`src/rtl/whdc_pkg.sv`:
```
// ----------------------------------------------------------------------------
// whdc_pkg: shared types for the 802.11 header device classifier
// Header and result word layouts, status, class, role and evidence codes.
// ----------------------------------------------------------------------------
package whdc_pkg;

  localparam int MacW = 48;

  // frame control layout
  localparam int FcToDsBit   = 8;
  localparam int FcFromDsBit = 9;
  localparam int MacGroupBit = 40;

  // length limits in bytes
  localparam logic [15:0] LenMin     = 16'd2;
  localparam logic [15:0] LenHdrMin  = 16'd24;
  localparam logic [15:0] LenWdsMin  = 16'd30;

  typedef enum logic [1:0] {
    TYPE_MGMT = 2'd0,
    TYPE_CTRL = 2'd1,
    TYPE_DATA = 2'd2,
    TYPE_RSVD = 2'd3
  } frame_type_t;

  typedef enum logic [3:0] {
    SUB_ASSOC_REQ    = 4'd0,
    SUB_ASSOC_RESP   = 4'd1,
    SUB_REASSOC_REQ  = 4'd2,
    SUB_REASSOC_RESP = 4'd3,
    SUB_PROBE_REQ    = 4'd4,
    SUB_PROBE_RESP   = 4'd5,
    SUB_BEACON       = 4'd8
  } mgmt_sub_t;

  typedef enum logic [1:0] {
    ST_OK        = 2'd0,
    ST_IGNORED   = 2'd1,
    ST_MALFORMED = 2'd2
  } status_t;

  typedef enum logic [1:0] {
    CL_OTHER = 2'd0,
    CL_MGMT  = 2'd1,
    CL_DATA  = 2'd2
  } class_t;

  typedef enum logic [2:0] {
    RL_NONE    = 3'd0,
    RL_AP      = 3'd1,
    RL_STA     = 3'd2,
    RL_PEER    = 3'd3,
    RL_UNKNOWN = 3'd4
  } role_t;

  typedef enum logic [1:0] {
    EV_ASSOC_REQ  = 2'd0,
    EV_ASSOC_RESP = 2'd1,
    EV_TO_DS      = 2'd2,
    EV_FROM_DS    = 2'd3
  } evidence_t;

  typedef struct packed {
    logic [15:0]       fctl;
    logic [15:0]       cap_len;
    logic [MacW-1:0]   addr_one;
    logic [MacW-1:0]   addr_two;
    logic signed [7:0] rssi_in;
    logic [7:0]        channel_in;
    logic [63:0]       time_ms_in;
  } hdr_word_t;

  typedef struct packed {
    status_t           status;
    class_t            pkt_class;
    logic [MacW-1:0]   primary_device;
    role_t             primary_role;
    logic [MacW-1:0]   secondary_device;
    role_t             secondary_role;
    logic              rel_found;
    evidence_t         relation_kind;
    logic signed [7:0] rssi_out;
    logic [7:0]        channel_out;
    logic [63:0]       time_ms_out;
  } res_word_t;

  // nonzero unicast address
  function automatic logic trackable(input logic [MacW-1:0] mac);
    trackable = (mac != '0) && !mac[MacGroupBit];
  endfunction

endpackage

```
`src/rtl/whdc_classify.sv`:
```
// ----------------------------------------------------------------------------
// whdc_classify: header decode and device classification
// Pure combinational mapping of one header word to one result word.
// ----------------------------------------------------------------------------
module whdc_classify (
  input  whdc_pkg::hdr_word_t hdr,
  output whdc_pkg::res_word_t res
);

  whdc_pkg::frame_type_t ftype;
  logic [3:0]            sub;
  logic                  to_ds;
  logic                  from_ds;
  logic                  t1;
  logic                  t2;
  logic                  rel_ok;

  assign ftype   = whdc_pkg::frame_type_t'(hdr.fctl[3:2]);
  assign sub     = hdr.fctl[7:4];
  assign to_ds   = hdr.fctl[whdc_pkg::FcToDsBit];
  assign from_ds = hdr.fctl[whdc_pkg::FcFromDsBit];
  assign t1      = whdc_pkg::trackable(hdr.addr_one);
  assign t2      = whdc_pkg::trackable(hdr.addr_two);
  assign rel_ok  = t1 && t2 && (hdr.addr_one != hdr.addr_two);

  always_comb begin
    res                  = '0;
    res.status           = whdc_pkg::ST_MALFORMED;
    res.pkt_class        = whdc_pkg::CL_OTHER;
    res.primary_role     = whdc_pkg::RL_NONE;
    res.secondary_role   = whdc_pkg::RL_NONE;
    res.relation_kind    = whdc_pkg::EV_ASSOC_REQ;
    res.rssi_out         = hdr.rssi_in;
    res.channel_out      = hdr.channel_in;
    res.time_ms_out      = hdr.time_ms_in;

    priority if (hdr.cap_len < whdc_pkg::LenMin || hdr.fctl[1:0] != 2'd0) begin
      res.status = whdc_pkg::ST_MALFORMED;
    end else if (ftype == whdc_pkg::TYPE_CTRL || ftype == whdc_pkg::TYPE_RSVD) begin
      res.status = whdc_pkg::ST_IGNORED;
    end else if (hdr.cap_len < whdc_pkg::LenHdrMin) begin
      res.status = whdc_pkg::ST_MALFORMED;
    end else if (ftype == whdc_pkg::TYPE_DATA && to_ds && from_ds
                 && hdr.cap_len < whdc_pkg::LenWdsMin) begin
      res.status = whdc_pkg::ST_MALFORMED;
    end else begin
      // primary slot always follows address 2, secondary address 1
      if (ftype == whdc_pkg::TYPE_MGMT) begin
        res.pkt_class = whdc_pkg::CL_MGMT;
        priority case (sub)
          whdc_pkg::SUB_BEACON, whdc_pkg::SUB_PROBE_RESP: begin
            res.primary_role = whdc_pkg::RL_AP;
          end
          whdc_pkg::SUB_PROBE_REQ: begin
            res.primary_role = whdc_pkg::RL_STA;
          end
          whdc_pkg::SUB_ASSOC_REQ, whdc_pkg::SUB_REASSOC_REQ: begin
            res.primary_role   = whdc_pkg::RL_STA;
            res.secondary_role = whdc_pkg::RL_AP;
            res.rel_found      = rel_ok;
            res.relation_kind  = whdc_pkg::EV_ASSOC_REQ;
          end
          whdc_pkg::SUB_ASSOC_RESP, whdc_pkg::SUB_REASSOC_RESP: begin
            res.primary_role   = whdc_pkg::RL_AP;
            res.secondary_role = whdc_pkg::RL_STA;
            res.rel_found      = rel_ok;
            res.relation_kind  = whdc_pkg::EV_ASSOC_RESP;
          end
          default: begin
            res.primary_role = whdc_pkg::RL_UNKNOWN;
          end
        endcase
      end else begin
        res.pkt_class = whdc_pkg::CL_DATA;
        priority if (to_ds && !from_ds) begin
          res.primary_role   = whdc_pkg::RL_STA;
          res.secondary_role = whdc_pkg::RL_AP;
          res.rel_found      = rel_ok;
          res.relation_kind  = whdc_pkg::EV_TO_DS;
        end else if (!to_ds && from_ds) begin
          res.primary_role   = whdc_pkg::RL_AP;
          res.secondary_role = whdc_pkg::RL_STA;
          res.rel_found      = rel_ok;
          res.relation_kind  = whdc_pkg::EV_FROM_DS;
        end else begin
          res.primary_role = whdc_pkg::RL_PEER;
        end
      end

      // drop slots whose address cannot be tracked
      if (t2) begin
        res.primary_device = hdr.addr_two;
      end else begin
        res.primary_role = whdc_pkg::RL_NONE;
      end
      if (t1 && res.secondary_role != whdc_pkg::RL_NONE) begin
        res.secondary_device = hdr.addr_one;
      end else begin
        res.secondary_role = whdc_pkg::RL_NONE;
      end
      if (!res.rel_found) begin
        res.relation_kind = whdc_pkg::EV_ASSOC_REQ;
      end

      res.status = (res.primary_role != whdc_pkg::RL_NONE
                    || res.secondary_role != whdc_pkg::RL_NONE)
                   ? whdc_pkg::ST_OK : whdc_pkg::ST_IGNORED;
    end
  end

endmodule

```
`src/rtl/wifi_header_device_classifier_top.sv`:
```
// ----------------------------------------------------------------------------
// wifi_header_device_classifier_top: 802.11 header device classifier
// Registers each header, classifies it and registers one result word.
// ----------------------------------------------------------------------------
// path: an accepted header passes the input register, then the decode and the
// result register, before it can leave on the result channel
// throughput: one header word per cycle, set by the single decode stage, while
// the result side is not stalled; the result register is its own stage, so a
// waiting result does not block a new header while the input register is free
// reset: synchronous active-high rst clears both valid flags; payload not reset
module wifi_header_device_classifier_top (
  input  logic                clk,
  input  logic                rst,
  // header channel
  input  logic                hdr_valid,
  output logic                hdr_stall,
  input  whdc_pkg::hdr_word_t hdr,
  // result channel
  output logic                res_valid,
  input  logic                res_stall,
  output whdc_pkg::res_word_t res
);

  // input register stage
  logic                s1_valid;
  whdc_pkg::hdr_word_t s1_hdr;

  // decoded result ahead of the result register
  whdc_pkg::res_word_t res_next;

  // result stage can load when empty or when its word leaves this cycle
  logic res_ready;

  assign res_ready = !res_valid || !res_stall;

  // hold the header side only when the input register is full and stuck
  assign hdr_stall = s1_valid && !res_ready;

  whdc_classify u_classify (
    .hdr (s1_hdr),
    .res (res_next)
  );

  // valid flags
  always_ff @(posedge clk) begin
    if (rst) begin
      s1_valid  <= 1'b0;
      res_valid <= 1'b0;
    end else begin
      if (res_ready) begin
        res_valid <= s1_valid;
      end
      if (!hdr_stall) begin
        s1_valid <= hdr_valid;
      end
    end
  end

  // payload registers, loaded only when a word moves in
  always_ff @(posedge clk) begin
    if (hdr_valid && !hdr_stall) begin
      s1_hdr <= hdr;
    end
    if (s1_valid && res_ready) begin
      res <= res_next;
    end
  end

endmodule

```
`config.mk`:
```
export PLATFORM = sky130hd
export DESIGN_NAME = wifi_header_device_classifier_top
export DESIGN_NICKNAME = d
export VERILOG_FILES = /design/src/rtl/whdc_pkg.sv /design/src/rtl/whdc_classify.sv /design/src/rtl/wifi_header_device_classifier_top.sv
export SDC_FILE = /design/constraint.sdc
export NUM_CORES = 1
export LEC_CHECK = 0
export ABC_AREA = 1
export BUFFER_PORTS_ARGS = -buffer_cell sky130_fd_sc_hd__buf_2
export CORE_MARGIN = 5
export CORE_UTILIZATION = 25
export CTS_BUF_LIST = sky130_fd_sc_hd__clkbuf_4
export DETAILED_ROUTE_END_ITERATION = 8
export HOLD_SLACK_MARGIN = 0.03
export PLACE_DENSITY_LB_ADDON = 0.3
export SYNTH_ARGS = -nofsm -noshare
export SYNTH_HDL_FRONTEND = slang
export SYNTH_HIERARCHICAL = 1
export SYNTH_SLANG_ARGS = --single-unit
```
`constraint.sdc`:
```
create_clock -name clk -period 19.92 [get_ports clk]
set_clock_uncertainty 0.05 [all_clocks]
set_input_delay 5.976 -clock clk [delete_from_list [all_inputs] [get_ports clk]]
set_output_delay 5.976 -clock clk [all_outputs]
set_load 0.1 [all_outputs]
```
==> results of run 1 <==
==> metrics by stage <==
stage                     hold slack (ns)  utilization, %  total power, mW
after CTS                           0.355            31.3             1.92
final                               0.356            31.3             1.87
after global placement              0.350            29.1             1.19
after global routing                0.359            31.3             1.97
after floorplan                     0.406               -             1.16
after detailed placement            0.355            29.1             1.19
==> final cells by class <==
| type | instances | area [um^2] |
|---|---|---|
| antenna | 8 | 20.0 |
| clock buffer | 153 | 1150 |
| clock inverter | 37 | 186 |
| fill | 6059 | 40500 |
| inverter | 28 | 120 |
| multi-input combinational | 450 | 2280 |
| sequential | 392 | 11800 |
| tap | 773 | 967 |
| timing repair buffer | 402 | 2030 |
==> cells in the final DEF, fill, tap and decap left out, drive strengths merged, types with 6 or more instances in the layout <==
cell type / n
buf: 402
edfxtp: 390
nor2: 187
nand2: 163
clkbuf: 153
xnor2: 41
inv: 33
clkinv: 31
nand3: 13
nor3: 10
nand4: 10
diode: 8
a21oi: 8
or2: 6
==> state kept, by name (all words and copies together), names as in the netlist <==
name,flops
res,189
res_valid,1
s1_hdr,201
s1_valid,1
==> power groups by stage <==
| stage | clock network, mW | registers [mW] | logic [mW] |
|---|---|---|---|
| after global routing | 0.785 | 0.977 | 0.209 |
| final | 0.704 | 0.973 | 0.197 |
| after CTS | 0.744 | 0.974 | 0.201 |
| after floorplan | 0 | 1.09 | 0.0610 |
| after detailed placement | 0 | 0.992 | 0.200 |
| after global placement | 0 | 0.990 | 0.199 |
==> path summary, 6_finish.rpt <==
check / to / slack (ns) / cells after the start
setup reg to reg: s1_hdr[144] / 16.95 / 5
hold reg to reg: res[52] / 0.36 / 0
setup / recovery: hdr_stall / 7.19 / 4
hold / removal: res[52] / 0.36 / 0
==> routing by layer <==
metal | share of wire (%) | wire [um] | vias to the layer above | track usage [%]
met4 | 3.0 | 1160 | 8 | 4.14
met1 | 40 | 15600 | 4017 | 13.8
met3 | 10 | 4080 | 105 | 5.73
met5 | 0.11 | 42 | - | 0
li1 | - | - | 4189 | -
met2 | 47 | 18200 | 372 | 18.4
==> worst max-delay path: stages <==
cell	delay [ns]
buf_2	0.13
nand3_2	0.11
inv_1	0.07
buf_2	0.41
==> run metrics, run 1 <==
DRC errors left=0; Inst Count DP=2,045; post-route cell area=18,500 um^2; largest net degree at the start of global routing=103; Sequential Power Share=51.9%; DRT Wirelength=39,100 um; first-pass GRT wire length=55,300 um; Post-Layout Cell Count=2,243; Critical Path Start=res_stall; area grow syn2layout=24.3%; maximum vdd drop=0.0000601 V; routability cong.=0.808; Tcrit/Tclk final=63.9%; min-delay src=s1_hdr[52]; total CTS buffers=109; final setup margin=7.19 ns; run status=complete, no violations; IO Port Bufs=395; Clk pwr share=37.6%; root buffer cell=clkbuf_4; Int Pwr=1.35 mW; Placement Cell Area=17,100 um^2; crit path capture type=output pin; Final ANT Viol Nets=0; Die ar.=64,500 um^2; worst path required time=13.89 ns; final hold violation count=0; Max-Slew Margin vs Limit=26.4%; CTS tree=built; Mapped Area=14,900 um^2; CTS Hold Bufs=0; RSZ-0062 raised after global routing=no; setup tns final=0 ns; all-layer global routing usage=11.6%; initial antenna violation count=13; Worst Path Arrival=6.70 ns; PwrDens=101 nW/um^2; First-pass DRT Iterations=4; htree depth=3; sw frac=28.0%; clk_lat worst skew=0.86 ns; post-CTS sizing=0; DR iter-0 viols=365; critical path type=in2out; cells after synthesis=971; layout cells sized above 1=45.6%; combinational power share=10.5%; Slew Limit Fails=0; Core Area=59,000 um^2; Hold Crit Class=reg2reg; dpl ws=7.19 ns; final critical-path required period=12.73 ns; Final setup viols=0; max cap viols=0; Setup Buffers After CTS=0; Starting Density=25.2%; drt wl/cell=17.4 um; Synth Area per Inst=15.3 um^2; Pleak=7.21 nW; CP startpoint kind=primary input; critical path peak fanout=3; Fmax=78.6 MHz; Longest Clk Path Bufs=3; worst-margin pin slew=1.10 ns; Yosys warnings=6; vias in the first global route=9,031; Sw Pwr=0.525 mW; Ports=403; num rows=89; remaining global-route overflow=0; clock sink total=392; DR vias=8,691; reg2reg start=res_valid; Die Wd=254 um; Die Y=254 um; clk slew on worst S/H paths=0.07 ns; vias per cell=3.87; Detail Placement HPWL=27,500 um; Layout Nets=1,598
Note: power is estimated with default switching activity, not from simulation.
==> run 2: changes to the inputs <==
==> constraint.sdc (replaced) <==
create_clock -name clk -period 12.9 [get_ports clk]
set_clock_uncertainty 0.05 [all_clocks]
set_input_delay 3.87 -clock clk [delete_from_list [all_inputs] [get_ports clk]]
set_output_delay 3.87 -clock clk [all_outputs]
set_load 0.1 [all_outputs]
==> run 2 against run 1 <==
Effect of this change:
- hold slack got worse by 0.00081 ns
- final cell count about the same
- die area stayed put
- total power is 56% higher
- setup slack worse by 2.8 ns
- first-iteration DRC count fell by 1.9%
- global-route usage about the same
- core utilization is 0.085 points higher
==> run metrics, run 2 (same netlist as run 1, synthesis figures left out) <==
Ports=403 (unchanged); Reg area=11,800 um^2 (unchanged); most common cell after layout, fill and taps aside=buf_2; critical path type=in2out; setup tns final=0 ns (unchanged); CP startpoint kind=primary input; run status=complete, no violations; post-CTS sizing=0 (unchanged); final critical-path required period=8.54 ns; DR iter-0 viols=358 (-1.9%); Final setup viols=0 (unchanged); Setup Buffers After CTS=0 (unchanged); register name with the most flops=s1_hdr; IO Port Bufs=395 (unchanged); vias per cell=3.90 (+0.64%); worst path required time=8.98 ns (-4.91 ns); DR vias=8,743 (+0.60%); Detail Placement HPWL=27,500 um (-0.25%); root buffer cell=clkbuf_4; sw frac=27.1% (-0.93 points); commonest non-fill, non-tap cells in the layout=buf_2, edfxtp_1, clkbuf_4; Fmax=117 MHz; clk slew on worst S/H paths=0.07 ns (about the same); area occupied by multi-input gates=2280 um^2 (unchanged); area grow syn2layout=24.6%; Layout Nets=1,596 (-0.13%); critical path peak fanout=3 (unchanged); Slew Limit Fails=0 (unchanged); num rows=89 (unchanged); CTS tree=built; r2r worst-path depth=5 (unchanged); all-layer global routing usage=11.6% (-0.036 points); hold path depth=0 (unchanged); final setup margin=4.36 ns (-2.83 ns); vias in the first global route=9,229 (+2.2%); crit path capture type=output pin; final hold violation count=0 (unchanged); Pleak=7.24 nW (+0.35%); PwrDens=158 nW/um^2 (+56%); Critical Path Start=res_stall; Die ar.=64,500 um^2 (unchanged); Die Wd=254 um (unchanged); DRC errors left=0 (unchanged); total CTS buffers=107 (-1.8%); max cap viols=0 (unchanged); initial antenna violation count=12 (-1); Top Registers=s1_hdr (201), res (189); maximum vdd drop=0.0000850 V (+42%); Core Area=59,000 um^2 (unchanged); Max-Slew Margin vs Limit=28.8% (+2.4 points); First-pass DRT Iterations=4 (unchanged); reg2reg start=res_valid; total power=2.93 mW (+56%); clk_lat worst skew=0.82 ns (-0.04 ns); clock sink total=392 (unchanged); routability cong.=0.740 (-8.4%); worst-margin pin slew=1.07 ns (-0.0355 ns); Final ANT Viol Nets=0 (unchanged); DRT Wirelength=38,800 um (-0.64%); Worst Path Arrival=4.62 ns (-2.08 ns); drt wl/cell=17.3 um (-0.60%); Die Y=254 um (unchanged); layout cells sized above 1=45.4% (-0.13 points); RSZ-0062 raised after global routing=no; max FFs per register=201 (unchanged); htree depth=3 (unchanged); Sequential Power Share=51.3% (-0.6 points); CTS Hold Bufs=0 (unchanged); Sw Pwr=0.793 mW (+51%); first-pass GRT wire length=55,400 um (+0.11%); Clk pwr share=38.3% (+0.7 points); Longest Clk Path Bufs=3 (unchanged); Tcrit/Tclk final=66.2%; combinational power share=10.4% (about the same); fillers=6,022 (-0.61%); Hold Crit Class=reg2reg; largest net degree at the start of global routing=76 (-26%); dpl ws=4.36 ns (-2.84 ns); Starting Density=25.2% (unchanged); Int Pwr=2.14 mW (+58%); min-delay src=s1_hdr[36]; remaining global-route overflow=0 (unchanged)
## run 2: power by group through the flow
stage                     Combinational, mW  Clock (mW)  Sequential [mW]
after floorplan                      0.0943           0             1.69
after global placement                0.307           0             1.53
after detailed placement              0.309           0             1.53
after CTS                             0.310        1.18             1.50
after global routing                  0.323        1.25             1.51
final                                 0.305        1.12             1.50
## run 2: critical path: stages
cell,delay (ns)
buf_2,0.15
nand3_2,0.11
inv_1,0.07
buf_2,0.42
## run 2: layout make-up
class	instances	share of cell area, %
diodes	5	0.0674
clock buffers	152	6.15
clock inverters	40	1.36
inverters	28	0.648
multi-input cells	450	12.3
flip-flops and latches	392	63.3
well taps	773	5.21
repair buffers	402	10.9
## run 2: path summary, 6_finish.rpt
check / to / slack [ns]
worst max-delay path: hdr_stall / 4.36
worst min-delay path: res[36] / 0.36
worst max register to register: s1_hdr[92] / 9.82
worst min register to register: res[36] / 0.36
## run 2: metrics by stage
stage	area, um^2	cells	hold slack (ns)	util [%]
CTS	18500	2237	0.356	31.4
floorplan	14900	973	0.407	-
finish	18600	2242	0.355	31.4
global placement	17100	2045	0.350	29.1
global route	18500	2239	0.339	31.4
detailed placement	17100	2045	0.355	29.1
## run 2: per-layer routing
metal	GRT usage, %	wire length, um
met4	4.50	814
met1	13.6	15600
met5	0	66
met3	4.86	3570
met2	19.0	18800
